--- config.mk ---
export PLATFORM = sky130hd
export DESIGN_NAME = sum16_packet_deframer
export DESIGN_NICKNAME = d
export VERILOG_FILES = /design/src/rtl/s16d_pkg.sv /design/src/rtl/s16d_parser.sv /design/src/rtl/s16d_out_reg.sv /design/src/rtl/sum16_packet_deframer.sv
export SDC_FILE = /design/constraint.sdc
export NUM_CORES = 1
export LEC_CHECK = 0
export BUFFER_PORTS_ARGS = -buffer_cell sky130_fd_sc_hd__buf_2
export CAP_MARGIN = 20
export CORE_ASPECT_RATIO = 0.6
export CORE_MARGIN = 2
export CORE_UTILIZATION = 40
export DETAILED_ROUTE_END_ITERATION = 7
export PLACE_DENSITY = 0.63
export SKIP_CTS_REPAIR_TIMING = 1
export SYNTH_ARGS = -nofsm -noshare
export SYNTH_HDL_FRONTEND = slang
export SYNTH_SLANG_ARGS = --single-unit
export TNS_END_PERCENT = 50
--- constraint.sdc ---
create_clock -name clk -period 5.1 [get_ports clk]
set_input_delay 0.255 -clock clk [delete_from_list [all_inputs] [get_ports clk]]
set_output_delay 0.255 -clock clk [all_outputs]
set_load 0.02 [all_outputs]
--- src/rtl/s16d_pkg.sv ---
// s16d_pkg: types and constants shared by the sum16 packet deframer.
// No dependencies.
package s16d_pkg;

  localparam int AddrWidth   = 32;
  localparam int MaxLenWidth = 16;
  localparam int LenWidth    = 16;
  localparam int TdataWidth  = 40;

  localparam logic [7:0] HdrByte1  = 8'hef;
  localparam logic [7:0] HdrByte2  = 8'h01;
  localparam logic [7:0] TypeMore  = 8'h02;
  localparam logic [7:0] TypeEnd   = 8'h08;
  localparam logic [15:0] LenMin   = 16'd2;

  localparam logic [0:0] CfgModuleAddress = 1'b0;
  localparam logic [0:0] CfgMaxLength     = 1'b1;

  typedef enum logic [3:0] {
    PH_HUNT    = 4'd0,
    PH_HDR2    = 4'd1,
    PH_ADDR    = 4'd2,
    PH_TYPE    = 4'd3,
    PH_LENHI   = 4'd4,
    PH_LENLO   = 4'd5,
    PH_PAYLOAD = 4'd6,
    PH_SUMHI   = 4'd7,
    PH_SUMLO   = 4'd8
  } phase_t;

  typedef enum logic [2:0] {
    ST_OTHER   = 3'd0,
    ST_MORE    = 3'd1,
    ST_END     = 3'd2,
    ST_BADHDR  = 3'd3,
    ST_BADADDR = 3'd4,
    ST_BADLEN  = 3'd5,
    ST_BADSUM  = 3'd6
  } status_t;

  typedef struct packed {
    logic                kind;
    logic [7:0]          data_byte;
    status_t             status;
    logic [7:0]          packet_type;
    logic [LenWidth-1:0] payload_length;
    logic                last;
  } result_t;

endpackage

--- src/rtl/s16d_parser.sv ---
// s16d_parser: framing state machine, address/length checks and running sum.
// Processes one accepted byte per cycle. Depends on s16d_pkg.
module s16d_parser
  import s16d_pkg::*;
(
  input  logic                   clk,
  input  logic                   rst,
  input  logic                   in_fire,
  input  logic [7:0]             rx_byte,
  input  logic [AddrWidth-1:0]   module_address,
  input  logic [MaxLenWidth-1:0] max_length_field,
  output logic                   res_valid,
  output result_t                res
);

  phase_t        phase, phase_next;
  logic [1:0]    address_byte_index, address_byte_index_next;
  logic [15:0]   length_value, length_value_next;
  logic [15:0]   bytes_remaining, bytes_remaining_next;
  logic [15:0]   running_sum, running_sum_next;
  logic [7:0]    type_byte, type_byte_next;
  logic          sum_high_ok, sum_high_ok_next;

  logic [7:0]    want_byte;
  logic [15:0]   len_full;
  logic [15:0]   sum_add;
  logic [15:0]   plen;

  always_comb begin
    case (address_byte_index)
      2'd0:    want_byte = module_address[31:24];
      2'd1:    want_byte = module_address[23:16];
      2'd2:    want_byte = module_address[15:8];
      default: want_byte = module_address[7:0];
    endcase
  end

  assign len_full = {length_value[15:8], rx_byte};
  assign sum_add  = running_sum + {8'd0, rx_byte};
  assign plen     = length_value - LenMin;

  // next state
  always_comb begin
    phase_next              = phase;
    address_byte_index_next = address_byte_index;
    length_value_next       = length_value;
    bytes_remaining_next    = bytes_remaining;
    running_sum_next        = running_sum;
    type_byte_next          = type_byte;
    sum_high_ok_next        = sum_high_ok;
    case (phase)
      PH_HUNT: begin
        if (rx_byte == HdrByte1) begin
          type_byte_next    = 8'd0;
          length_value_next = 16'd0;
          phase_next        = PH_HDR2;
        end
      end
      PH_HDR2: begin
        if (rx_byte != HdrByte2) begin
          phase_next = PH_HUNT;
        end else begin
          address_byte_index_next = 2'd0;
          phase_next              = PH_ADDR;
        end
      end
      PH_ADDR: begin
        if (rx_byte != want_byte) begin
          phase_next = PH_HUNT;
        end else begin
          address_byte_index_next = address_byte_index + 2'd1;
          if (address_byte_index == 2'd3) phase_next = PH_TYPE;
        end
      end
      PH_TYPE: begin
        type_byte_next   = rx_byte;
        running_sum_next = {8'd0, rx_byte};
        phase_next       = PH_LENHI;
      end
      PH_LENHI: begin
        length_value_next = {rx_byte, 8'd0};
        running_sum_next  = sum_add;
        phase_next        = PH_LENLO;
      end
      PH_LENLO: begin
        length_value_next    = len_full;
        running_sum_next     = sum_add;
        bytes_remaining_next = len_full - LenMin;
        if (len_full < LenMin || len_full > max_length_field) begin
          phase_next = PH_HUNT;
        end else if (len_full == LenMin) begin
          phase_next = PH_SUMHI;
        end else begin
          phase_next = PH_PAYLOAD;
        end
      end
      PH_PAYLOAD: begin
        running_sum_next     = sum_add;
        bytes_remaining_next = bytes_remaining - 16'd1;
        if (bytes_remaining == 16'd1) phase_next = PH_SUMHI;
      end
      PH_SUMHI: begin
        sum_high_ok_next = (rx_byte == running_sum[15:8]);
        phase_next       = PH_SUMLO;
      end
      PH_SUMLO: begin
        sum_high_ok_next = 1'b0;
        phase_next       = PH_HUNT;
      end
      default: phase_next = PH_HUNT;
    endcase
  end

  // result
  always_comb begin
    res_valid          = 1'b0;
    res.kind           = 1'b1;
    res.data_byte      = 8'd0;
    res.status         = ST_OTHER;
    res.packet_type    = type_byte;
    res.payload_length = 16'd0;
    res.last           = 1'b1;
    case (phase)
      PH_HDR2: begin
        if (rx_byte != HdrByte2) begin
          res_valid  = 1'b1;
          res.status = ST_BADHDR;
        end
      end
      PH_ADDR: begin
        if (rx_byte != want_byte) begin
          res_valid  = 1'b1;
          res.status = ST_BADADDR;
        end
      end
      PH_LENLO: begin
        if (len_full < LenMin || len_full > max_length_field) begin
          res_valid  = 1'b1;
          res.status = ST_BADLEN;
        end
      end
      PH_PAYLOAD: begin
        res_valid          = 1'b1;
        res.kind           = 1'b0;
        res.data_byte      = rx_byte;
        res.payload_length = plen;
        res.last           = 1'b0;
      end
      PH_SUMLO: begin
        res_valid          = 1'b1;
        res.payload_length = plen;
        if (!sum_high_ok || rx_byte != running_sum[7:0]) begin
          res.status = ST_BADSUM;
        end else if (type_byte == TypeMore) begin
          res.status = ST_MORE;
        end else if (type_byte == TypeEnd) begin
          res.status = ST_END;
        end else begin
          res.status = ST_OTHER;
        end
      end
      default: res_valid = 1'b0;
    endcase
    if (!in_fire) res_valid = 1'b0;
  end

  always_ff @(posedge clk) begin
    if (rst) begin
      phase              <= PH_HUNT;
      address_byte_index <= 2'd0;
      length_value       <= 16'd0;
      bytes_remaining    <= 16'd0;
      running_sum        <= 16'd0;
      type_byte          <= 8'd0;
      sum_high_ok        <= 1'b0;
    end else if (in_fire) begin
      phase              <= phase_next;
      address_byte_index <= address_byte_index_next;
      length_value       <= length_value_next;
      bytes_remaining    <= bytes_remaining_next;
      running_sum        <= running_sum_next;
      type_byte          <= type_byte_next;
      sum_high_ok        <= sum_high_ok_next;
    end
  end

endmodule

--- src/rtl/s16d_out_reg.sv ---
// s16d_out_reg: result register driving the output stream.
// Depends on s16d_pkg.
module s16d_out_reg
  import s16d_pkg::*;
(
  input  logic                  clk,
  input  logic                  rst,
  input  logic                  load,
  input  result_t               res,
  output logic                  can_load,
  output logic                  m_tvalid,
  input  logic                  m_tready,
  output logic [TdataWidth-1:0] m_tdata,
  output logic                  m_tuser,
  output logic                  m_tlast
);

  result_t held;

  assign can_load = !m_tvalid || m_tready;

  always_ff @(posedge clk) begin
    if (rst) begin
      m_tvalid <= 1'b0;
    end else if (can_load) begin
      m_tvalid <= load;
    end
  end

  always_ff @(posedge clk) begin
    if (can_load && load) held <= res;
  end

  assign m_tdata = {5'd0, held.payload_length, held.packet_type, held.status, held.data_byte};
  assign m_tuser = held.kind;
  assign m_tlast = held.last;

endmodule

--- src/rtl/sum16_packet_deframer.sv ---
// sum16_packet_deframer: byte-stream packet deframer, top level.
// Instantiates s16d_parser and s16d_out_reg; depends on s16d_pkg.
//
// Input stream carries one received byte per beat. Packets are EF 01, a
// 4-byte module address (MSB first), a type byte, a 16-bit big-endian
// length, length-2 payload bytes and a 16-bit sum (high byte first).
// Each payload byte comes out as a beat with m_tuser low; each packet or
// failed attempt closes with one status beat, m_tuser and m_tlast high.
// Bytes that produce no beat (header, address, type, length, sum high)
// are simply consumed.
// Each output beat is registered and appears in the cycle after its input
// beat. One byte is taken per cycle while s_tready is high, set by the single
// parser stage and the result register. s_tready drops only while a result
// sits in the output register and the receiver stalls; the input then waits
// until that beat is taken. Reset returns the parser to hunting for the header,
// empties the output register and restores address FFFFFFFF and max length 1015.
// Config writes (cfg_we) are registered; index 0 address, 1 max length.
module sum16_packet_deframer
  import s16d_pkg::*;
(
  input  logic                  clk,
  input  logic                  rst,
  input  logic                  cfg_we,
  input  logic                  cfg_index,
  input  logic [AddrWidth-1:0]  cfg_data,
  input  logic                  s_tvalid,
  output logic                  s_tready,
  input  logic [7:0]            s_tdata,   // [7:0] rx_byte
  output logic                  m_tvalid,
  input  logic                  m_tready,
  // [7:0] data_byte, [10:8] status, [18:11] packet_type,
  // [34:19] payload_length, [39:35] zero
  output logic [TdataWidth-1:0] m_tdata,
  output logic                  m_tuser,   // [0] kind
  output logic                  m_tlast
);

  logic [AddrWidth-1:0]   module_address;
  logic [MaxLenWidth-1:0] max_length_field;
  logic                   in_fire;
  logic                   res_valid;
  result_t                res;

  always_ff @(posedge clk) begin
    if (rst) begin
      module_address   <= '1;
      max_length_field <= 16'd1015;
    end else if (cfg_we) begin
      case (cfg_index)
        CfgModuleAddress: module_address   <= cfg_data;
        CfgMaxLength:     max_length_field <= cfg_data[MaxLenWidth-1:0];
        default:          module_address   <= module_address;
      endcase
    end
  end

  assign in_fire = s_tvalid && s_tready;

  s16d_parser u_parser (
    .clk              (clk),
    .rst              (rst),
    .in_fire          (in_fire),
    .rx_byte          (s_tdata),
    .module_address   (module_address),
    .max_length_field (max_length_field),
    .res_valid        (res_valid),
    .res              (res)
  );

  s16d_out_reg u_out (
    .clk      (clk),
    .rst      (rst),
    .load     (res_valid),
    .res      (res),
    .can_load (s_tready),
    .m_tvalid (m_tvalid),
    .m_tready (m_tready),
    .m_tdata  (m_tdata),
    .m_tuser  (m_tuser),
    .m_tlast  (m_tlast)
  );

`ifndef NO_ASSERTIONS
  a_kind_last: assert property (@(posedge clk) disable iff (rst)
    m_tvalid |-> (m_tuser == m_tlast))
    else $error("status beat without tlast or payload beat with tlast");

  a_status_no_data: assert property (@(posedge clk) disable iff (rst)
    m_tvalid && m_tuser |-> (m_tdata[7:0] == 8'd0))
    else $error("status beat carries a data byte");

  a_payload_no_status: assert property (@(posedge clk) disable iff (rst)
    m_tvalid && !m_tuser |-> (m_tdata[10:8] == ST_OTHER))
    else $error("payload beat carries a status code");

  a_ready_when_empty: assert property (@(posedge clk) disable iff (rst)
    !m_tvalid |-> s_tready)
    else $error("input stalled with empty output register");
`endif

endmodule
==> results of run 1 <==
cells in the mapped netlist, types with 7 or more instances:
library cell,number,area share [%]
o21ai_0,26,1.7
a211oi_1,8,0.78
a22oi_1,22,2.1
edfxtp_1,36,14
nor2b_1,7,0.57
nor2_1,90,4.4
nand3_1,48,3.1
dfxtp_1,112,29
o211ai_1,20,1.9
inv_1,45,2.2
a222oi_1,10,1.3
ha_1,33,5.3
nor3_1,29,1.9
xor2_1,22,2.5
xnor2_1,28,3.2
mux2i_1,8,1.0
a21oi_1,53,3.4
buf_2,7,0.45
and2_1,9,0.73
nand2_1,131,6.4
nor4_1,8,0.65
buf_4,8,0.78
nand4_1,10,0.81
clkbuf_1,44,2.1
logic make-up after synthesis:
| logic type | share of synthesized area, % |
|---|---|
| other cells | 0.0486 |
| compound gates | 16.2 |
| buf+inv | 6.03 |
| flops | 43.0 |
| fa+ha+maj | 5.61 |
| mux | 1.04 |
| xor+xnor | 5.67 |
| simple gates | 22.4 |
flip-flops by register name (all words and copies together) (netlist names):
| register | cells |
|---|---|
| u_parser.bytes_remaining | 16 |
| module_address | 32 |
| u_parser.phase | 4 |
| u_out.m_tvalid | 1 |
| u_parser.running_sum | 16 |
| u_out.m_tuser | 1 |
| u_parser.length_value | 16 |
| u_parser.sum_high_ok | 1 |
| u_parser.address_byte_index | 2 |
| max_length_field | 16 |
| u_out.m_tdata | 35 |
| u_parser.type_byte | 8 |
path summary, 6_finish.rpt:
path              cells past startpoint                            from                       to
hold reg to reg                       2         u_parser.running_sum[5]  u_parser.running_sum[5]
hold / removal                        3                    cfg_data[21]       module_address[21]
setup reg to reg                     10  u_parser.address_byte_index[1]        u_out.m_tdata[16]
setup / recovery                     10  u_parser.address_byte_index[1]        u_out.m_tdata[16]
critical path, stage by stage, from the launching register on:
cell and delay (ns):
dfxtp_1 0.41, inv_1 0.09, ha_1 0.30, a222oi_1 0.50, mux2i_1 0.18, xnor2_1 0.16, nand4_1 0.15, o21ai_0 0.40
and2_1 0.32, a31oi_4 0.10, buf_4 0.29
area by class of cell:
cell class / instances / area [sq um]
fill: 1856 / 10100
timing repair buffer: 90 / 465
multi-input combinational: 648 / 3970
inverter: 46 / 173
clock buffer: 20 / 458
clock inverter: 12 / 151
sequential: 148 / 3320
tap: 246 / 308
per-layer routing:
layer	vias up	global-route usage, %
li1	3270	-
met1	3203	32.5
met2	237	29.4
met3	20	5.53
met4	0	5.12
met5	-	0
per-stage QoR:
step	power [uW]	worst slack, ns
6_report	3200	1.87
5_1_grt	3330	1.67
4_1_cts	3210	1.91
3_5_place_dp	1890	1.95
3_3_place_gp	1890	2.08
2_1_floorplan	1740	0.690
power groups by stage:
stage,Clock [uW],Combinational (uW),Sequential [uW]
after floorplan,0,411,1330
after global placement,0,542,1340
after detailed placement,0,547,1340
after CTS,1340,549,1320
after global routing,1390,614,1330
final,1320,557,1320
cells in the final DEF, fill, tap and decap left out, types with 9 or more instances in the layout:
cell type  instances
a21oi_1           53
a222oi_1          10
a22oi_1           22
and2_1             9
buf_2             84
clkbuf_16         18
dfxtp_1          112
edfxtp_1          36
ha_1              33
inv_1             45
nand2_1          131
nand3_1           48
nand4_1           10
nor2_1            90
nor3_1            29
o211ai_1          20
o21ai_0           26
xnor2_1           28
xor2_1            22
==> flow_metrics.env, run 1 <==
export IMPL_ys_ff_latch=148
export IMPL_drc=0
export IMPL_hpwl_mm=15.1
export IMPL_grt_pass1_wl_mm=33.8
export IMPL_critPathMaxFanout=36
export IMPL_switchingPower_uw=955
export IMPL_finalWirelength_mm=21.4
export IMPL_yosysWarnings=0
export IMPL_cts_tree="yes"
export IMPL_place_inst=1178
export IMPL_ioPinCount=90
export IMPL_initial_core_util_pct=40.7
export IMPL_hold_viol_final=0
export IMPL_globalplace_congestion=0.880
export IMPL_chipHeight_um=112
export IMPL_ys_seq_area_share_pct=43.0
export IMPL_cts_root_buf="clkbuf_16"
export IMPL_drt_iter0_markers=630
export IMPL_final_layout_size_suffix_gt1_share_pct=14.4
export IMPL_fin_area_sq_um=8850
export IMPL_utilization_pct=46.6
export IMPL_instances_no_fill=1210
export IMPL_synth_cell_type_count=73
export IMPL_synth_area_sq_um=7720
export IMPL_drv_cap=0
export IMPL_cts_sinks=148
export IMPL_status="finished, final reports clean"
export IMPL_rsz0062_at_grt="no"
export IMPL_hold_class="input pin to flip-flop"
export IMPL_insertion_delay_ns=0.43
export IMPL_period_needed_ns=3.23
export IMPL_clkTransAtPathRegs_ns=0.06
export IMPL_routedWlPerCell_um=17.6
export IMPL_drt_vias_per_instance=5.56
export IMPL_skew_ns=0.00820
export IMPL_period_share_pct=63.4
export IMPL_ctsHtreeMaxLevel=4
export IMPL_p_sw_share_pct=29.8
export IMPL_met1_length_mm=10.8
export IMPL_wl_met3_mm=1.67
export IMPL_wl_met2_mm=8.69
export IMPL_synth_edf_count=36
export IMPL_crit_arrival_ns=3.37
export IMPL_grt_max_degree=63
export IMPL_drtPass1Iterations=7
export IMPL_tightest_slew_ns=0.965
export IMPL_final_setup_tns_ns=0
export IMPL_grt_pass1_vias=6213
export IMPL_combPwrFrac_pct=17.4
export IMPL_fin_nets=1031
export IMPL_n_antenna_cell=0
export IMPL_vias=6730
export IMPL_worst_ep_required_time_ns=5.24
export IMPL_max_slew_margin_pct=35.1
export IMPL_track_usage_pct=21.2
export IMPL_hold_ws_ns=0.0270
export IMPL_drtAntennaViolNets=0
export IMPL_drv_slew=0
export IMPL_grt_overflow_total=0
export IMPL_crit_path_end_kind="flip-flop"
export IMPL_power_density_nw_per_um2=362
export IMPL_power_clock_fraction_pct=41.3
export IMPL_power_leakage_uw=0.00363
export IMPL_coreArea_sq_um=19000
export IMPL_dieArea_sq_um=20500
export IMPL_placement_io_buffers=84
export IMPL_synth_async_reset_ratio_pct=0
export IMPL_fmax_mhz=309
export IMPL_antenna_found_initial=0
export IMPL_place_area_sq_um=8240
export IMPL_routed_top_layer="met4"
export IMPL_critPathLaunchType="flip-flop"
export IMPL_ir_worst_vdd_mv=0.224
export IMPL_internal_power_uw=2250
export IMPL_rows=39
export IMPL_synthesis_instances=901
export IMPL_area_growth_pct=14.5
export IMPL_synth_area_per_cell_sq_um=8.57
export IMPL_worstSetupPathType="flip-flop to flip-flop"
export IMPL_fp_dieW_um=183
export IMPL_setup_violations=0
export IMPL_numCtsBuffers=17
export IMPL_synthFlopType="dfxtp_1"
export IMPL_r2r_setup_slack_ns=1.87
export IMPL_clockBufferDepth=2
export IMPL_p_seq_share_pct=41.3
Power figures use the tool's default switching activity.
==> inputs of run 2 (changes only) <==
--- a/config.mk
+++ b/config.mk
@@ -11,7 +11,7 @@
 export CORE_MARGIN = 2
 export CORE_UTILIZATION = 40
 export DETAILED_ROUTE_END_ITERATION = 7
-export PLACE_DENSITY = 0.63
+export PLACE_DENSITY = 0.65
 export SKIP_CTS_REPAIR_TIMING = 1
 export SYNTH_ARGS = -nofsm -noshare
 export SYNTH_HDL_FRONTEND = slang
==> constraint.sdc (replaced) <==
create_clock -name clk -period 2.95 [get_ports clk]
set_input_delay 0.1475 -clock clk [delete_from_list [all_inputs] [get_ports clk]]
set_output_delay 0.1475 -clock clk [all_outputs]
set_load 0.02 [all_outputs]
==> run 2 against run 1 <==
Compared with the run above: the flow now finishes with violations (negative hold slack); clock-buffer cell count down 2; core utilization up 2.6 points; register-to-register slack worse by 1.7 ns; die area unchanged; total power up 75%; sequential power up 73%; largest power group unchanged.
==> flow_metrics.env, run 2 (synthesis gave the netlist of run 1 again) <==
export IMPL_status="finished with violations"
export IMPL_failed_checks="negative hold slack"
export IMPL_area_growth_pct=20.9
export IMPL_drc=0
export IMPL_initial_core_util_pct=40.7
export IMPL_slowest_stage="dfxtp_1"
export IMPL_drtAntennaViolNets=0
export IMPL_fin_nets=1085
export IMPL_antenna_found_initial=0
export IMPL_hold_ws_ns=-0.0137
export IMPL_worst_ep_required_time_ns=3.12
export IMPL_grt_max_degree=62
export IMPL_crit_path_end_kind="flip-flop"
export IMPL_largest_reg_flops=35
export IMPL_ir_worst_vdd_mv=0.398
export IMPL_worstSetupPathType="flip-flop to flip-flop"
export IMPL_mostFrequentLayoutCells="nand2_1, dfxtp_1, nor2_1"
export IMPL_fin_area_sq_um=9340
export IMPL_combPwrFrac_pct=18.9
export IMPL_cts_sinks=148
export IMPL_max_stage_delay_ns=0.41
export IMPL_fp_dieW_um=183
export IMPL_n_antenna_cell=0
export IMPL_period_share_pct=94.3
export IMPL_cts_root_buf="clkbuf_16"
export IMPL_numCtsBuffers=17
export IMPL_place_area_sq_um=8430
export IMPL_power_clock_fraction_pct=40.4
export IMPL_rsz0062_at_grt="no"
export IMPL_hpwl_mm=15.4
export IMPL_cts_tree="yes"
export IMPL_coreArea_sq_um=19000
export IMPL_tightest_slew_ns=0.884
export IMPL_hold_viol_final=1
export IMPL_drtPass1Iterations=7
export IMPL_drt_vias_per_instance=5.50
export IMPL_final_setup_tns_ns=0
export IMPL_setup_violations=0
export IMPL_grt_pass1_vias=6385
export IMPL_power_leakage_uw=0.00388
export IMPL_max_slew_margin_pct=40.6
export IMPL_drv_slew=0
export IMPL_clockBufferDepth=2
export IMPL_ctsHtreeMaxLevel=4
export IMPL_switchingPower_uw=1670
export IMPL_insertion_delay_ns=0.43
export IMPL_rows=39
export IMPL_dieArea_sq_um=20500
export IMPL_finalWirelength_mm=21.6
export IMPL_setup_slack_ns=0.167
export IMPL_fmax_mhz=359
export IMPL_crit_chain="inv_1, ha_1, a222oi_1, mux2i_1, xnor2_1, nand4_1, o21ai_1, buf_4, and2_2, a31oi_4, buf_12"
export IMPL_layout_commonest_cell="nand2_1"
export IMPL_final_layout_size_suffix_gt1_share_pct=16.5
export IMPL_drt_iter0_markers=677
export IMPL_critPathLaunchType="flip-flop"
export IMPL_p_seq_share_pct=40.7
export IMPL_hold_class="input pin to flip-flop"
export IMPL_internal_power_uw=3920
export IMPL_vias=6954
export IMPL_globalplace_congestion=0.889
export IMPL_period_needed_ns=2.78
export IMPL_grt_overflow_total=0
export IMPL_critPathMaxFanout=36
export IMPL_p_sw_share_pct=29.9
export IMPL_grt_pass1_wl_mm=34.8
export IMPL_power_density_nw_per_um2=599
export IMPL_track_usage_pct=21.7
export IMPL_place_ws_ns=0.0832
export IMPL_clkTransAtPathRegs_ns=0.07
export IMPL_routedWlPerCell_um=17.1
export IMPL_skew_ns=0.0131
export IMPL_crit_arrival_ns=2.95
export IMPL_chipHeight_um=112
export IMPL_ioPinCount=90
export IMPL_drv_cap=0
export IMPL_placement_io_buffers=84
[run 2: final cells by class]
class                           count  area (sq um)
Fill cell                        1808          9640
Timing Repair Buffer              144           958
Sequential cell                   148          3320
Clock inverter                     14           175
Multi-Input combinational cell    648          3970
Inverter                           46           173
Tap cell                          246           308
Clock buffer                       18           429
[run 2: per-stage QoR]
stage	std cells	utilization [%]	power [uW]	hold slack, ns
after CTS	1234	47.6	5570	-0.0850
after detailed placement	1202	44.4	3320	0.368
final	1264	49.2	5590	-0.0137
after floorplan	905	-	3010	0.271
after global placement	1202	44.4	3310	0.360
after global routing	1264	49.2	5830	0.00803
[run 2: final timing paths]
check | from | to | slack [ns] | cells past startpoint
max | u_parser.address_byte_index[0] | u_out.m_tdata[14] | 0.17 | 11
min | cfg_data[1] | module_address[1] | -0.01 | 3
max reg2reg | u_parser.address_byte_index[0] | u_out.m_tdata[14] | 0.17 | 11
min reg2reg | max_length_field[3] | max_length_field[3] | 0.46 | 2
[run 2: metal layers]
metal,GRT usage (%),wire [um],vias up
met5,0,0,-
met4,4.48,200,0
li1,-,-,3392
met2,29.5,8700,281
met3,5.72,1770,19
met1,33.9,10900,3262
[run 2: power groups by stage]
stage / Sequential, uW / Combinational, uW / Clock, uW
detailed placement: 2320 / 1000 / 0
CTS: 2270 / 1010 / 2290
floorplan: 2290 / 719 / 0
global route: 2290 / 1170 / 2370
finish: 2280 / 1060 / 2260
global placement: 2320 / 991 / 0
[run 2: critical path, delay by kind of cell (launching register included)]
| family | cells | cell delay, ns |
|---|---|---|
| adder cells (fa/ha/maj) | 1 | 0.30 |
| AND/OR/NAND/NOR | 2 | 0.39 |
| multiplexers | 1 | 0.14 |
| XOR/XNOR | 1 | 0.19 |
| flip-flops | 1 | 0.41 |
| buffers and inverters | 3 | 0.47 |
| AO/OA/AOI/OAI | 3 | 0.61 |
==> inputs of run 3 (changes only) <==
--- a/config.mk
+++ b/config.mk
@@ -9,9 +9,9 @@
 export CAP_MARGIN = 20
 export CORE_ASPECT_RATIO = 0.6
 export CORE_MARGIN = 2
-export CORE_UTILIZATION = 40
+export CORE_UTILIZATION = 45
 export DETAILED_ROUTE_END_ITERATION = 7
-export PLACE_DENSITY = 0.65
+export PLACE_DENSITY = 0.72
 export SKIP_CTS_REPAIR_TIMING = 1
 export SYNTH_ARGS = -nofsm -noshare
 export SYNTH_HDL_FRONTEND = slang
==> run 3 against run 2 <==
Compared with the run above: clock power rose by 4%; largest cell class unchanged; sequential share of layout area fell by 0.16 points; flip-flop and latch count did not move; the flow still finishes with violations (negative hold slack); combinational power barely moved; cell count fell by 0.79%.
==> flow_metrics.env, run 3 (synthesis gave the netlist of run 1 again) <==
export IMPL_drv_cap=0
export IMPL_cts_sinks=148
export IMPL_hold_viol_final=2
export IMPL_grt_overflow_total=0
export IMPL_drt_iter0_markers=824
export IMPL_ctsHtreeMaxLevel=4
export IMPL_fp_dieW_um=173
export IMPL_ioPinCount=90
export IMPL_grt_pass1_wl_mm=33.7
export IMPL_fin_nets=1087
export IMPL_worst_ep_required_time_ns=3.13
export IMPL_insertion_delay_ns=0.43
export IMPL_power_clock_fraction_pct=41.5
export IMPL_crit_path_end_kind="flip-flop"
export IMPL_finalWirelength_mm=21.3
export IMPL_drtPass1Iterations=7
export IMPL_max_stage_delay_ns=0.42
export IMPL_routedWlPerCell_um=17.0
export IMPL_coreArea_sq_um=17000
export IMPL_drc=0
export IMPL_worstSetupPathType="flip-flop to flip-flop"
export IMPL_final_layout_size_suffix_gt1_share_pct=17.0
export IMPL_fin_total_pwr_uw=5690
export IMPL_largest_reg_flops=35
export IMPL_n_antenna_cell=0
export IMPL_power_density_nw_per_um2=606
export IMPL_crit_buf_inv=2
export IMPL_hold_class="input pin to flip-flop"
export IMPL_power_leakage_uw=0.00390
export IMPL_chipHeight_um=105
export IMPL_p_sw_share_pct=30.6
export IMPL_status="finished with violations"
export IMPL_slowest_stage="dfxtp_1"
export IMPL_switchingPower_uw=1740
export IMPL_clockBufferDepth=2
export IMPL_hold_ws_ns=-0.0310
export IMPL_numCtsBuffers=17
export IMPL_tightest_slew_ns=0.875
export IMPL_dieArea_sq_um=18300
export IMPL_clkTransAtPathRegs_ns=0.07
export IMPL_vias=6980
export IMPL_drv_slew=0
export IMPL_placement_io_buffers=84
export IMPL_grt_max_degree=52
export IMPL_ir_worst_vdd_mv=0.462
export IMPL_antenna_found_initial=0
export IMPL_track_usage_pct=23.3
export IMPL_max_slew_margin_pct=41.2
export IMPL_p_seq_share_pct=40.0
export IMPL_mostFrequentLayoutCells="nand2_1, dfxtp_1, nor2_1"
export IMPL_fmax_mhz=368
export IMPL_globalplace_congestion=0.909
export IMPL_crit_chain="inv_1, ha_2, a222oi_1, mux2i_1, xnor2_1, nand4_1, o21ai_2, and2_2, a31oi_4, buf_12"
export IMPL_drtAntennaViolNets=0
export IMPL_cts_root_buf="clkbuf_16"
export IMPL_hpwl_mm=15.0
export IMPL_layout_commonest_cell="nand2_1"
export IMPL_rows=37
export IMPL_period_needed_ns=2.72
export IMPL_combPwrFrac_pct=18.4
export IMPL_initial_core_util_pct=45.5
export IMPL_critical_path_top_delay_family="compound AO/OA/AOI/OAI gates"
export IMPL_setup_violations=0
export IMPL_rsz0062_at_grt="no"
export IMPL_skew_ns=0.0139
export IMPL_critPathMaxFanout=36
export IMPL_failed_checks="negative hold slack"
export IMPL_crit_arrival_ns=2.89
export IMPL_internal_power_uw=3950
export IMPL_critPathLaunchType="flip-flop"
export IMPL_cts_tree="yes"
export IMPL_drt_vias_per_instance=5.57
export IMPL_grt_pass1_vias=6261
export IMPL_area_growth_pct=21.4
export IMPL_period_share_pct=92.0
## run 3: cell types whose count changed in the layout (fill, tap and decap cells not counted), sizes merged
| cell | before | now |
|---|---|---|
| clkinv | 6 | 1 |
| dlygate4sd3 | 30 | 31 |
| buf | 114 | 115 |
| clkinvlp | 0 | 2 |
| clkbuf | 18 | 17 |
| inv | 51 | 55 |
## run 3: final cells by class
cell class,count,area (sq um)
clock inverters,15,210
repair buffers,146,976
flip-flops and latches,148,3320
clock buffers,17,425
multi-input cells,648,3980
inverters,46,173
fillers,1532,7610
well taps,234,293
## run 3: worst paths after layout
| kind | depth (start not counted) | slack (ns) | from | to |
|---|---|---|---|---|
| worst max-delay path | 10 | 0.23 | u_parser.address_byte_index[1] | u_out.m_tuser |
| worst max register to register | 10 | 0.23 | u_parser.address_byte_index[1] | u_out.m_tuser |
| worst min-delay path | 3 | -0.03 | cfg_data[2] | module_address[2] |
| worst min register to register | 2 | 0.46 | max_length_field[11] | max_length_field[11] |
## run 3: power groups by stage
stage | Clock [uW] | Combinational, uW | Sequential [uW]
after detailed placement | 0 | 988 | 2320
after CTS | 2390 | 997 | 2270
final | 2360 | 1050 | 2280
after floorplan | 0 | 719 | 2290
after global routing | 2480 | 1150 | 2290
after global placement | 0 | 971 | 2320
## run 3: metrics by stage
| stage | area (sq um) | util, % | setup slack (ns) | instances | setup TNS (ns) |
|---|---|---|---|---|---|
| 4_1_cts | 9060 | 53.3 | -0.0578 | 1223 | -1.96 |
| 3_5_place_dp | 8420 | 49.6 | -0.0247 | 1191 | -0.826 |
| 2_1_floorplan | 7750 | - | 0.0229 | 905 | 0 |
| 5_1_grt | 9380 | 55.2 | 0.0320 | 1254 | 0 |
| 3_3_place_gp | 8420 | 49.6 | 0.134 | 1191 | 0 |
| 6_report | 9380 | 55.2 | 0.235 | 1254 | 0 |
## run 3: worst register-to-register path: stages, from the launching register on
cell and delay, ns:
dfxtp_1 0.42, inv_1 0.10, ha_2 0.24, a222oi_1 0.41, mux2i_1 0.14, xnor2_1 0.17, nand4_1 0.20, o21ai_2 0.23
and2_2 0.23, a31oi_4 0.10, buf_12 0.21
## run 3: metal layers
metal  GRT usage (%)  up-vias  share of wire, %
li1                -     3397                 -
met1            35.1     3272                49
met2            32.5      286                41
met3            5.59       25               8.4
met4            6.54        0               1.2
met5               0        -                 0
